--- config.mk ---
export PLATFORM = sky130hd
export DESIGN_NAME = led_color_fade_engine
export DESIGN_NICKNAME = d
export VERILOG_FILES = /design/src/lcfe_pkg.sv /design/src/lcfe_ram.sv /design/src/lcfe_datapath.sv /design/src/lcfe_controller.sv /design/src/led_color_fade_engine.sv
export SDC_FILE = /design/constraint.sdc
export NUM_CORES = 2
export LEC_CHECK = 0
export ABC_AREA = 1
export BUFFER_PORTS_ARGS = -buffer_cell sky130_fd_sc_hd__buf_2
export CAP_MARGIN = 20
export CORE_ASPECT_RATIO = 0.7
export CORE_MARGIN = 1.5
export CORE_UTILIZATION = 70
export CTS_BUF_LIST = sky130_fd_sc_hd__clkbuf_2 sky130_fd_sc_hd__clkbuf_4 sky130_fd_sc_hd__clkbuf_8
export DETAILED_ROUTE_END_ITERATION = 8
export PLACE_DENSITY_LB_ADDON = 0.1
export SLEW_MARGIN = 20
export SYNTH_ARGS = -nofsm -noshare
export SYNTH_HDL_FRONTEND = slang
export SYNTH_SLANG_ARGS = --single-unit
--- constraint.sdc ---
create_clock -name clock -period 17.8 [get_ports clock]
set_input_delay 3.56 -clock clock [delete_from_list [all_inputs] [get_ports clock]]
set_output_delay 3.56 -clock clock [all_outputs]
set_load 0.1 [all_outputs]
--- src/lcfe_pkg.sv ---
// shared types and constants of the led color fade engine
package lcfe_pkg;

   // command codes
   localparam logic [2:0] CMD_TICK      = 3'd0;
   localparam logic [2:0] CMD_SET_COLOR = 3'd1;
   localparam logic [2:0] CMD_SET_FADE  = 3'd2;
   localparam logic [2:0] CMD_STOP_FADE = 3'd3;
   localparam logic [2:0] CMD_SIGNAL_OK = 3'd4;

   // signal ok fade
   localparam logic [7:0]  CHAN_MASK   = 8'hFF;
   localparam logic [7:0]  OK_GREEN    = 8'd150;
   localparam logic [15:0] OK_DURATION = 16'd300;

   // width of the led number carried between controller and datapath
   localparam int LED_W = 6;

   typedef struct packed {
      logic [2:0]  command;
      logic [7:0]  led_index;
      logic [7:0]  red;
      logic [7:0]  green;
      logic [7:0]  blue;
      logic [15:0] duration_ms;
      logic [31:0] now_ms;
   } req_type;

   typedef struct packed {
      logic [5:0] pixel_index;
      logic [7:0] out_red;
      logic [7:0] out_green;
      logic [7:0] out_blue;
      logic       frame_last;
   } rsp_type;

   typedef struct packed {
      logic [23:0] start_color;
      logic [23:0] target_color;
      logic [31:0] start_time;
      logic [15:0] duration;
   } fade_rec_type;

   // controller to datapath
   typedef struct packed {
      logic             req_load;
      logic             sel_req;
      logic [LED_W-1:0] led;
      logic             pix_rd;
      logic             pix_wr_req;
      logic             pix_wr_target;
      logic             pix_wr_blend;
      logic             fade_rd;
      logic             fade_wr;
      logic             act_set;
      logic             act_clr;
      logic [1:0]       chan;
      logic             mul_load;
      logic             div_step;
      logic [2:0]       div_bit;
      logic             chan_done;
      logic             out_load;
      logic             out_last;
   } dp_cmd_type;

   // datapath to controller
   typedef struct packed {
      logic [2:0] command;
      logic       idx_ok;
      logic       active;
      logic       expired;
      logic       out_free;
   } dp_status_type;

endpackage

--- src/lcfe_ram.sv ---
// generic single write port ram with registered read
module lcfe_ram #(
   parameter int WIDTH = 24,
   parameter int DEPTH = 8
) (
   input  logic                                 clock,
   input  logic                                 wr_en,
   input  logic [(DEPTH > 1 ? $clog2(DEPTH) : 1)-1:0] wr_addr,
   input  logic [WIDTH-1:0]                     wr_data,
   input  logic                                 rd_en,
   input  logic [(DEPTH > 1 ? $clog2(DEPTH) : 1)-1:0] rd_addr,
   output logic [WIDTH-1:0]                     rd_data
);
   logic [WIDTH-1:0] mem_ff [DEPTH];

   // write port
   always_ff @(posedge clock) begin
      if (wr_en) begin
         mem_ff[wr_addr] <= wr_data;
      end
   end

   // registered read port
   always_ff @(posedge clock) begin
      if (rd_en) begin
         rd_data <= mem_ff[rd_addr];
      end
   end
endmodule

--- src/lcfe_datapath.sv ---
// datapath: pixel and fade stores, blend multiplier, shared divider, output register
module lcfe_datapath #(
   parameter int NUM_LEDS = 8
) (
   input  logic                    clock,
   input  logic                    reset,
   input  lcfe_pkg::req_type       req,
   output lcfe_pkg::rsp_type       rsp,
   output logic                    rsp_valid,
   input  logic                    rsp_stall,
   input  lcfe_pkg::dp_cmd_type    cmd,
   output lcfe_pkg::dp_status_type status
);
   import lcfe_pkg::*;

   localparam int AW = (NUM_LEDS > 1) ? $clog2(NUM_LEDS) : 1;

   req_type          req_ff;
   logic [AW-1:0]    addr;
   logic [NUM_LEDS-1:0] active_ff;
   logic [NUM_LEDS-1:0] pix_valid_ff;
   logic             pix_valid_q_ff;
   logic             pix_wr;
   logic [23:0]      pix_wr_data;
   logic [23:0]      pix_q;
   logic [23:0]      pix_color;
   fade_rec_type     fade_wr_data;
   fade_rec_type     fade_q;
   logic [31:0]      elapsed;
   logic [7:0]       s_chan;
   logic [7:0]       t_chan;
   logic [7:0]       diff;
   logic             neg_ff;
   logic [7:0]       base_ff;
   logic [23:0]      rem_ff;
   logic [7:0]       quo_ff;
   logic [23:0]      trial;
   logic [7:0]       quo_up;
   logic [7:0]       chan_res;
   logic [23:0]      blend_ff;
   rsp_type          rsp_ff;
   logic             rsp_valid_ff;

   // request capture
   always_ff @(posedge clock) begin
      if (cmd.req_load) begin
         req_ff <= req;
      end
   end

   assign addr = cmd.sel_req ? req_ff.led_index[AW-1:0] : cmd.led[AW-1:0];

   // fade active flags and pixel valid flags
   always_ff @(posedge clock) begin
      if (reset) begin
         active_ff    <= '0;
         pix_valid_ff <= '0;
      end else begin
         if (cmd.act_set) begin
            active_ff[addr] <= 1'b1;
         end else if (cmd.act_clr) begin
            active_ff[addr] <= 1'b0;
         end
         if (pix_wr) begin
            pix_valid_ff[addr] <= 1'b1;
         end
      end
   end

   // pixel store
   assign pix_wr = cmd.pix_wr_req | cmd.pix_wr_target | cmd.pix_wr_blend;
   always_comb begin
      if (cmd.pix_wr_req) begin
         pix_wr_data = {req_ff.red, req_ff.green, req_ff.blue};
      end else if (cmd.pix_wr_target) begin
         pix_wr_data = fade_q.target_color;
      end else begin
         pix_wr_data = blend_ff;
      end
   end

   lcfe_ram #(.WIDTH(24), .DEPTH(NUM_LEDS)) u_pix_ram (
      .clock   (clock),
      .wr_en   (pix_wr),
      .wr_addr (addr),
      .wr_data (pix_wr_data),
      .rd_en   (cmd.pix_rd),
      .rd_addr (addr),
      .rd_data (pix_q)
   );

   always_ff @(posedge clock) begin
      if (cmd.pix_rd) begin
         pix_valid_q_ff <= pix_valid_ff[addr];
      end
   end

   // never written pixels read as off
   assign pix_color = pix_valid_q_ff ? pix_q : 24'd0;

   // fade record store
   always_comb begin
      fade_wr_data.start_color = pix_color;
      fade_wr_data.start_time  = req_ff.now_ms;
      if (req_ff.command == CMD_SIGNAL_OK) begin
         fade_wr_data.target_color = {8'd0, OK_GREEN & CHAN_MASK, 8'd0};
         fade_wr_data.duration     = OK_DURATION;
      end else begin
         fade_wr_data.target_color = {req_ff.red, req_ff.green, req_ff.blue};
         fade_wr_data.duration     = req_ff.duration_ms;
      end
   end

   lcfe_ram #(.WIDTH($bits(fade_rec_type)), .DEPTH(NUM_LEDS)) u_fade_ram (
      .clock   (clock),
      .wr_en   (cmd.fade_wr),
      .wr_addr (addr),
      .wr_data (fade_wr_data),
      .rd_en   (cmd.fade_rd),
      .rd_addr (addr),
      .rd_data (fade_q)
   );

   // elapsed time and end of fade
   assign elapsed = req_ff.now_ms - fade_q.start_time;

   // channel select
   always_comb begin
      case (cmd.chan)
         2'd0: begin
            s_chan = fade_q.start_color[23:16];
            t_chan = fade_q.target_color[23:16];
         end
         2'd1: begin
            s_chan = fade_q.start_color[15:8];
            t_chan = fade_q.target_color[15:8];
         end
         default: begin
            s_chan = fade_q.start_color[7:0];
            t_chan = fade_q.target_color[7:0];
         end
      endcase
   end

   assign diff = (t_chan < s_chan) ? (s_chan - t_chan) : (t_chan - s_chan);

   // multiply then restoring divide, one quotient bit a cycle
   assign trial = {8'd0, fade_q.duration} << cmd.div_bit;

   always_ff @(posedge clock) begin
      if (cmd.mul_load) begin
         neg_ff  <= t_chan < s_chan;
         base_ff <= s_chan;
         rem_ff  <= {16'd0, diff} * {8'd0, elapsed[15:0]};
         quo_ff  <= 8'd0;
      end else if (cmd.div_step) begin
         if (rem_ff >= trial) begin
            rem_ff              <= rem_ff - trial;
            quo_ff[cmd.div_bit] <= 1'b1;
         end
      end
   end

   // floor toward minus infinity on a falling channel
   assign quo_up   = quo_ff + {7'd0, (rem_ff != 24'd0)};
   assign chan_res = neg_ff ? (base_ff - quo_up) : (base_ff + quo_ff);

   always_ff @(posedge clock) begin
      if (cmd.chan_done) begin
         case (cmd.chan)
            2'd0:    blend_ff[23:16] <= chan_res;
            2'd1:    blend_ff[15:8]  <= chan_res;
            default: blend_ff[7:0]   <= chan_res;
         endcase
      end
   end

   // output register
   always_ff @(posedge clock) begin
      if (reset) begin
         rsp_valid_ff <= 1'b0;
      end else if (cmd.out_load) begin
         rsp_valid_ff <= 1'b1;
      end else if (!rsp_stall) begin
         rsp_valid_ff <= 1'b0;
      end
   end

   always_ff @(posedge clock) begin
      if (cmd.out_load) begin
         rsp_ff.pixel_index <= cmd.led;
         rsp_ff.out_red     <= pix_color[23:16];
         rsp_ff.out_green   <= pix_color[15:8];
         rsp_ff.out_blue    <= pix_color[7:0];
         rsp_ff.frame_last  <= cmd.out_last;
      end
   end

   assign rsp       = rsp_ff;
   assign rsp_valid = rsp_valid_ff;

   // status back to the controller
   assign status.command  = req_ff.command;
   assign status.idx_ok   = req_ff.led_index < 8'(NUM_LEDS);
   assign status.active   = active_ff[addr];
   assign status.expired  = elapsed >= {16'd0, fade_q.duration};
   assign status.out_free = !rsp_valid_ff || !rsp_stall;
endmodule

--- src/lcfe_controller.sv ---
// controller: sequences commands, the per-led fade update and the strip output
module lcfe_controller #(
   parameter int NUM_LEDS = 8
) (
   input  logic                    clock,
   input  logic                    reset,
   input  logic                    req_valid,
   output logic                    req_stall,
   output lcfe_pkg::dp_cmd_type    cmd,
   input  lcfe_pkg::dp_status_type status
);
   import lcfe_pkg::*;

   localparam int AW = (NUM_LEDS > 1) ? $clog2(NUM_LEDS) : 1;
   localparam logic [AW-1:0] LAST_LED = AW'(NUM_LEDS - 1);

   localparam logic [3:0] S_IDLE     = 4'd0;
   localparam logic [3:0] S_DECODE   = 4'd1;
   localparam logic [3:0] S_FADE_WR  = 4'd2;
   localparam logic [3:0] S_UPD_RD   = 4'd3;
   localparam logic [3:0] S_UPD_CHK  = 4'd4;
   localparam logic [3:0] S_MUL      = 4'd5;
   localparam logic [3:0] S_DIV      = 4'd6;
   localparam logic [3:0] S_CHAN     = 4'd7;
   localparam logic [3:0] S_UPD_WR   = 4'd8;
   localparam logic [3:0] S_EMIT_RD  = 4'd9;
   localparam logic [3:0] S_EMIT_OUT = 4'd10;
   localparam logic [3:0] S_DRAIN    = 4'd11;

   logic [3:0]    state_ff, state_in;
   logic [AW-1:0] led_ff, led_in;
   logic [1:0]    chan_ff, chan_in;
   logic [2:0]    bit_ff, bit_in;

   always_ff @(posedge clock) begin
      if (reset) begin
         state_ff <= S_IDLE;
         led_ff   <= '0;
         chan_ff  <= 2'd0;
         bit_ff   <= 3'd0;
      end else begin
         state_ff <= state_in;
         led_ff   <= led_in;
         chan_ff  <= chan_in;
         bit_ff   <= bit_in;
      end
   end

   assign req_stall = state_ff != S_IDLE;

   // next state and datapath commands
   always_comb begin
      state_in = state_ff;
      led_in   = led_ff;
      chan_in  = chan_ff;
      bit_in   = bit_ff;
      cmd          = '0;
      cmd.led      = LED_W'(led_ff);
      cmd.chan     = chan_ff;
      cmd.div_bit  = bit_ff;
      cmd.out_last = led_ff == LAST_LED;
      case (state_ff)
         S_IDLE: begin
            if (req_valid) begin
               cmd.req_load = 1'b1;
               state_in     = S_DECODE;
            end
         end
         S_DECODE: begin
            cmd.sel_req = 1'b1;
            led_in      = '0;
            state_in    = S_IDLE;
            case (status.command)
               CMD_TICK: begin
                  state_in = S_UPD_RD;
               end
               CMD_SET_COLOR: begin
                  if (status.idx_ok) begin
                     cmd.pix_wr_req = 1'b1;
                     state_in       = S_EMIT_RD;
                  end
               end
               CMD_SET_FADE, CMD_SIGNAL_OK: begin
                  if (status.idx_ok) begin
                     cmd.pix_rd = 1'b1;
                     state_in   = S_FADE_WR;
                  end
               end
               CMD_STOP_FADE: begin
                  cmd.act_clr = status.idx_ok;
               end
               default: begin
                  state_in = S_IDLE;
               end
            endcase
         end
         S_FADE_WR: begin
            cmd.sel_req = 1'b1;
            cmd.fade_wr = 1'b1;
            cmd.act_set = 1'b1;
            state_in    = S_IDLE;
         end
         S_UPD_RD: begin
            if (status.active) begin
               cmd.fade_rd = 1'b1;
               state_in    = S_UPD_CHK;
            end else if (led_ff == LAST_LED) begin
               led_in   = '0;
               state_in = S_EMIT_RD;
            end else begin
               led_in = led_ff + 1'b1;
            end
         end
         S_UPD_CHK: begin
            chan_in = 2'd0;
            if (status.expired) begin
               cmd.pix_wr_target = 1'b1;
               cmd.act_clr       = 1'b1;
               if (led_ff == LAST_LED) begin
                  led_in   = '0;
                  state_in = S_EMIT_RD;
               end else begin
                  led_in   = led_ff + 1'b1;
                  state_in = S_UPD_RD;
               end
            end else begin
               state_in = S_MUL;
            end
         end
         S_MUL: begin
            cmd.mul_load = 1'b1;
            bit_in       = 3'd7;
            state_in     = S_DIV;
         end
         S_DIV: begin
            cmd.div_step = 1'b1;
            if (bit_ff == 3'd0) begin
               state_in = S_CHAN;
            end else begin
               bit_in = bit_ff - 3'd1;
            end
         end
         S_CHAN: begin
            cmd.chan_done = 1'b1;
            if (chan_ff == 2'd2) begin
               state_in = S_UPD_WR;
            end else begin
               chan_in  = chan_ff + 2'd1;
               state_in = S_MUL;
            end
         end
         S_UPD_WR: begin
            cmd.pix_wr_blend = 1'b1;
            if (led_ff == LAST_LED) begin
               led_in   = '0;
               state_in = S_EMIT_RD;
            end else begin
               led_in   = led_ff + 1'b1;
               state_in = S_UPD_RD;
            end
         end
         S_EMIT_RD: begin
            cmd.pix_rd = 1'b1;
            state_in   = S_EMIT_OUT;
         end
         S_EMIT_OUT: begin
            if (status.out_free) begin
               cmd.out_load = 1'b1;
               if (led_ff == LAST_LED) begin
                  state_in = S_DRAIN;
               end else begin
                  led_in   = led_ff + 1'b1;
                  state_in = S_EMIT_RD;
               end
            end
         end
         S_DRAIN: begin
            if (status.out_free) begin
               state_in = S_IDLE;
            end
         end
         default: begin
            state_in = S_IDLE;
         end
      endcase
   end
endmodule

--- src/led_color_fade_engine.sv ---
// top level of the led color fade engine
// one request at a time; req_stall is high from acceptance until the command ends, for tick
// and set color when the last pixel is taken. tick: take and decode, skip idle leds, write the
// target of ended fades, blend the 3 channels of fading leds, then output each led and drain.
// set color also outputs the strip; set fade, signal ok write a fade record; stop fade ends it.
// synchronous active-high reset clears pixels to off, all fades inactive, no output.
module led_color_fade_engine #(
   parameter int NUM_LEDS = 8
) (
   input  logic              clock,
   input  logic              reset,
   input  logic              req_valid,
   output logic              req_stall,
   input  lcfe_pkg::req_type req,
   output logic              rsp_valid,
   input  logic              rsp_stall,
   output lcfe_pkg::rsp_type rsp
);
   import lcfe_pkg::*;

   dp_cmd_type    cmd;
   dp_status_type status;

   // sequencer
   lcfe_controller #(.NUM_LEDS(NUM_LEDS)) u_ctrl (
      .clock     (clock),
      .reset     (reset),
      .req_valid (req_valid),
      .req_stall (req_stall),
      .cmd       (cmd),
      .status    (status)
   );

   // storage and arithmetic
   lcfe_datapath #(.NUM_LEDS(NUM_LEDS)) u_dp (
      .clock     (clock),
      .reset     (reset),
      .req       (req),
      .rsp       (rsp),
      .rsp_valid (rsp_valid),
      .rsp_stall (rsp_stall),
      .cmd       (cmd),
      .status    (status)
   );
endmodule

## Yosys cells after proc, flatten, opt, wreduce, memory -nomap -nowiden

Memories as Yosys holds them, arrays and structs flattened. A register that Yosys moved wholly into a read port is not among the register bits.
Index checks and enable logic that the tools add are counted.
Widths: inputs -> output; s select.

| word-level totals | value |
|---|---|
| bits in writable memories | 960 |
| logic and storage cells | 189 |
| register bits after elaboration | 206 |
| input bits | 87 |
| memories kept | 2 |

| operators by class | value |
|---|---|
| multipliers | 1 |
| bitwise operators | 8 |
| shift operators | 1 |
| equal/unequal tests | 29 |
| magnitude comparators | 8 |
| reduce and logical (&&, ||, !) cells | 29 |
| $add $sub $neg | 10 |
| mux-type cells | 74 |

Memory list:

| name | depth | width | rd ports | clocked after Yosys merged registers in | write ports | line | text |
|---|---|---|---|---|---|---|---|
| u_dp.u_fade_ram.mem_ff | 8 | 96 | 1 | 1 | 1 | lcfe_ram.sv:14 | `logic [WIDTH-1:0] mem_ff [DEPTH];` |
| u_dp.u_pix_ram.mem_ff | 8 | 24 | 1 | 1 | 1 | lcfe_ram.sv:14 |  |

Operators with widths:

| operator | count |
|---|---|
| $mux 24 | 7 |
| $pmux 4 s11 | 1 |
| $mux 4 | 10 |
| $ge 32x16->1 | 1 |
| $mux 8 | 4 |
| $pmux 8 s2 | 2 |
| $sub 32x32->32 | 1 |
| $mux 1 | 28 |
| $ge 24x24->1 | 1 |
| $mul 8x16->24 | 1 |
| $or 8x8->8 | 3 |
| $reduce_bool 24->1 | 1 |
| $shl 16x3->24 | 1 |
| $sub 24x24->24 | 1 |
| $sub 8x8->8 | 3 |
| $mux 3 | 7 |
| $eq 4x3->1 const B | 4 |
| $eq 4x4->1 const B | 4 |
| $mux 16 | 1 |
| $ne 2x2->1 const B | 8 |
| $pmux 3 s5 | 1 |
| $reduce_and 2->1 | 7 |
| $pmux 4 s3 | 1 |
| $reduce_and 5->1 | 2 |
| 38 further kinds | 60 |

## Depth between registers and ports, before layout

| depth | value |
|---|---|
| depth in word-level cells | 12 |
| depth in mapped cells | 42 |

## Hierarchy

Synthesis repeated with hierarchy kept, for this count alone.

| second synthesis, totals | value |
|---|---|
| cells, all modules | 6927 |
| area, all modules | 64879.7 sq um |

By module, submodules not included:

| module | instances | seq. area each (sq um) | cells each | area an instance (sq um) |
|---|---|---|---|---|
| lcfe_ram at u_dp.u_fade_ram | 1 | 25944.9 | 3432 | 36501.3 |
| lcfe_datapath | 1 | 5665.4 | 2437 | 18127.4 |
| lcfe_ram at u_dp.u_pix_ram | 1 | 6486.2 | 872 | 9146.3 |
| lcfe_controller | 1 | 240.2 | 186 | 1104.8 |

## Worst setup path before layout

No wires, ideal clock.

| path | value |
|---|---|
| kind | input-to-reg |
| from | input port req_valid |
| to | register u_dp.req_ff (netlist bit u_dp.fade_wr_data[16]) (enable) |
| arrival time | 7.031 ns |
| buffers on the path | 0 |
| stages | 2 |
| slack | 10.244 ns |
| data required time | 17.276 ns |
| setup time | 0.524 ns |
| cells stage by stage | inv_1 nor2_1 |

RTL lines:

| what | line | text |
|---|---|---|
| start, declared | led_color_fade_engine.sv:12 | `input logic req_valid,` |
| end signal, assigned | lcfe_datapath.sv:47 | `req_ff <= req;` |
| end, declared | lcfe_datapath.sv:18 | `req_type req_ff;` |

## Final worst setup path

| path | value |
|---|---|
| from | register u_ctrl.chan_ff[0] |
| to | register u_dp.rem_ff[18] (data pin) |

| on the way | value |
|---|---|
| word-level cells in the longest chain between the ends | 6 |
| elaborated cells between the ends (all ways) | 10 |
| those cells by class | 2 x add/sub; 1 x mul; 1 x order compare; 1 x eq/ne; 4 x mux; 1 x reduce/logical |

Ends and longest elaborated chain:

| what | line | text |
|---|---|---|
| start, declared | lcfe_controller.sv:32 | `logic [1:0] chan_ff, chan_in;` |
| start signal, assigned | lcfe_controller.sv:44 | `chan_ff <= chan_in;` |
| $eq 2x1->1 or $logic_not 2->1 (tied branches) | lcfe_datapath.sv:129 | `case (cmd.chan)` |
| $pmux 8 s2 | lcfe_datapath.sv:129 |  |
| $sub 8x8->8 or $lt 8x8->1 (tied branches) | lcfe_datapath.sv:145 | `assign diff = (t_chan < s_chan) ? (s_chan - t_chan) : (t_chan - s_chan);` |
| $mux 8 * | lcfe_datapath.sv:145 |  |
| $mul 8x16->24 * | lcfe_datapath.sv:154 | `rem_ff <= {16'd0, diff} * {8'd0, elapsed[15:0]};` |
| $mux 24 * | lcfe_datapath.sv:151 | `if (cmd.mul_load) begin` |
| end signal, assigned | lcfe_datapath.sv:154 |  |
| end signal, assigned | lcfe_datapath.sv:158 | `rem_ff <= rem_ff - trial;` |
| end, declared | lcfe_datapath.sv:35 | `logic [23:0] rem_ff;` |

Mark *: on every way between the ends. The rest lies on a longest branch, timed or not.
A chain may end at the register's enable or synchronous reset.

==> flow_metrics.py <==
metrics = {
    "outcome": {
        "run_status": "completed",
    },
    "detailed_routing": {
        "num_vias": 37700,
        "drt_pre_antenna_iters": 6,
        "drt-wirelength-per-cell_um": 26.6,
        "viasPerCell": 6.52,
        "finalWirelength_um": 154000,
        "drc": 0,
        "drtAntennaViolNets": 0,
        "drt_iter0_drc": 5642,
    },
    "critical_path": {
        "crit_slowest_cell": "nor2_1",
        "worstSetupPathType": "flip-flop to flip-flop",
        "cp.arrival_ns": 9.17,
        "cpPeakStageDelay_ns": 0.93,
        "path_max_fanout": 19,
        "start_kind": "flip-flop",
        "required_ns": 18.39,
        "setup.worst_path.end_class": "flip-flop",
    },
    "floorplanning": {
        "die_height_um": 240,
        "ios": 120,
        "rows": 86,
        "die_w_um": 342,
        "core_um2": 79100,
        "start_util_pct": 71.1,
        "dieArea_um2": 82000,
    },
    "pwr": {
        "p_per_area_nw_per_um2": 111,
        "leakage_nw": 23.0,
        "vdd_drop_max_mv": 0.113,
    },
    "global_route": {
        "use_met3_pct": 11.9,
        "use_met2_pct": 53.1,
        "grt.met1_usage_pct": 58.1,
        "track_usage_pct": 38.1,
        "antenna_found_initial": 2,
        "grt_pass1_wl_um": 226000,
        "grt_pass1_vias": 36000,
        "grt_max_degree": 98,
        "top_usage_layer": "met1",
        "grt.overflow.total": 0,
    },
    "cells_and_area": {
        "layout.nets": 4929,
        "syn2layout_area_growth_pct": 9.18,
        "layout-drive-gt1-share_pct": 11.1,
        "filler_cell_count": 4843,
        "final_util_pct": 77.6,
        "most-common-layout-cells": "edfxtp_1, nand2_1, inv_1",
        "fin_area_um2": 61400,
        "layout_commonest_cell": "edfxtp_1",
    },
    "clock_tree": {
        "clock_tree.root_cell": "clkbuf_8",
        "cts_buffers": 176,
        "clock_latency_ns": 0.88,
        "clock-sinks": 1286,
        "cts_resized": 0,
        "clock_path_buffers": 3,
        "post-cts-setup-buffer-count": 0,
        "cts_tree": "done",
        "htree_levels": 4,
        "cts_hold_buffers": 0,
        "path_clk_slew_ns": 0.06,
    },
    "synthesis": {
        "seq_area_frac_synth_pct": 68.0,
        "synth-edff-count": 1249,
        "ys_ff_latch": 1286,
        "netlist_area_um2": 56200,
        "syn_avg_cell_area_um2": 12.8,
        "synth.distinct_cells": 60,
        "ys_warn_count": 0,
        "ys.flop_type": "edfxtp_1",
        "syn_inst": 4401,
        "async_reset_ff_share_pct": 0,
    },
    "sta": {
        "finalCritPeriodShare_pct": 48.2,
        "drv_slew": 0,
        "fin_worst_skew_ns": 0.0515,
        "maxSlewHeadroom_pct": 23.9,
        "hold_violations": 0,
        "fin_setup_tns_ns": 0,
        "grt_setup_unrepaired": "no",
        "worst_pin_slew_ns": 1.14,
        "fin_crit_ns": 8.58,
        "setup_viol": 0,
        "max_freq_mhz": 117,
    },
    "placement": {
        "place_congestion": 0.991,
        "dp_hpwl_um": 94600,
        "io_buffers": 116,
        "dpl_cell_area_um2": 58000,
    },
    "worst_hold_path": {
        "holdCritPathClass": "flip-flop to flip-flop",
    },
    "job": {
        "drv_cap": 0,
    },
}
## where the power goes
part	internal [mW]	leakage (nW)	switching (mW)
clock	1.12	1.81	1.10
combinational	0.394	9.62	0.816
sequential	3.36	11.6	0.0273
## worst max-delay path: cells and delay by family (launching register included)
family | cells | cell delay, ns
flops | 1 | 0.33
buf+inv | 7 | 0.62
simple gates | 9 | 2.00
fa+ha+maj | 8 | 3.48
compound gates | 10 | 1.87
## state kept, by name, indices dropped and copies added (netlist names), 4 cells and up, named ones only
signal,count
u_dp.base_ff,8
u_dp.req_ff,48
u_dp.rem_ff,24
u_dp.u_fade_ram.mem_ff,768
u_dp.fade_wr_data,32
u_dp.u_pix_ram.rd_data,24
u_ctrl.state_ff,4
u_dp.u_pix_ram.mem_ff,192
u_dp.u_fade_ram.rd_data,96
u_dp.rsp,28
u_dp.blend_ff,24
u_dp.quo_ff,8
u_dp.pix_valid_ff,8
## Yosys cell counts (all sizes together) (5+ instances only)
cell type     n  area [um2]
mux2i         5        50.1
dfxtp        37         741
a22o         32         280
nor3         21         110
inv         553        2080
o21a          8        60.1
o22ai         6        37.5
nor2        306        1170
a21oi       162         822
buf          76         402
ha          155        1940
nand3b        7        52.6
nand4       126         788
o21ai       181         925
xnor2         7        61.3
nand2       693        2630
a31oi         8        50.1
a22oi       374        2810
or2          19         119
o21bai       11        82.6
a221oi       41         359
nor4         10        62.6
fa           91        1820
clkbuf       78         294
xor2         31         272
nand3        77         410
edfxtp     1249       37500
## metrics by stage
step                      setup slack (ns)  hold slack [ns]  power [mW]  std cells
final                                 9.22            0.469        6.82       5787
after global routing                  8.64            0.490        7.07       5786
after CTS                             9.42            0.466        6.80       5785
after detailed placement              9.45            0.457        4.62       5474
after global placement                9.55            0.448        4.60       5474
after floorplan                      10.24            0.436        4.24       4403
## cell type report
class	instances	area (um2)	area share, %
sequential	1286	38200	62.3
inverter	556	2110	3.44
tap	1056	1320	2.15
clock inverter	74	502	0.818
antenna	2	5.00	0.00816
timing repair buffer	169	991	1.61
clock buffer	237	2910	4.73
multi-input combinational	2407	15300	24.9
## metal layers
metal,vias up,wire (um)
met4,0,3190
met2,2892,65100
met3,248,24600
li1,16300,-
met5,-,0
met1,18300,61100
## cell families (layout without fill, tap and decap cells)
| group | after synthesis | after routing | synth area share (%) |
|---|---|---|---|
| xor+xnor | 38 | 38 | 0.592 |
| flops | 1286 | 1286 | 68.0 |
| other cells | 1 | 5 | 0.00667 |
| buf+inv | 710 | 1036 | 4.95 |
| mux | 5 | 5 | 0.0890 |
| simple gates | 1265 | 1265 | 9.58 |
| compound gates | 850 | 850 | 10.0 |
| fa+ha+maj | 246 | 246 | 6.69 |
## worst paths after layout
| check | to | slack (ns) | startpoint | cells past startpoint |
|---|---|---|---|---|
| setup / recovery | u_dp.rem_ff[18] | 9.22 | u_ctrl.chan_ff[0] | 34 |
| hold / removal | u_dp.pix_valid_ff[2] | 0.47 | u_dp.pix_valid_ff[2] | 2 |
| setup reg to reg | u_dp.rem_ff[18] | 9.22 | u_ctrl.chan_ff[0] | 34 |
| hold reg to reg | u_dp.pix_valid_ff[2] | 0.47 | u_dp.pix_valid_ff[2] | 2 |
No activity file was read; power rests on OpenSTA's default activity.
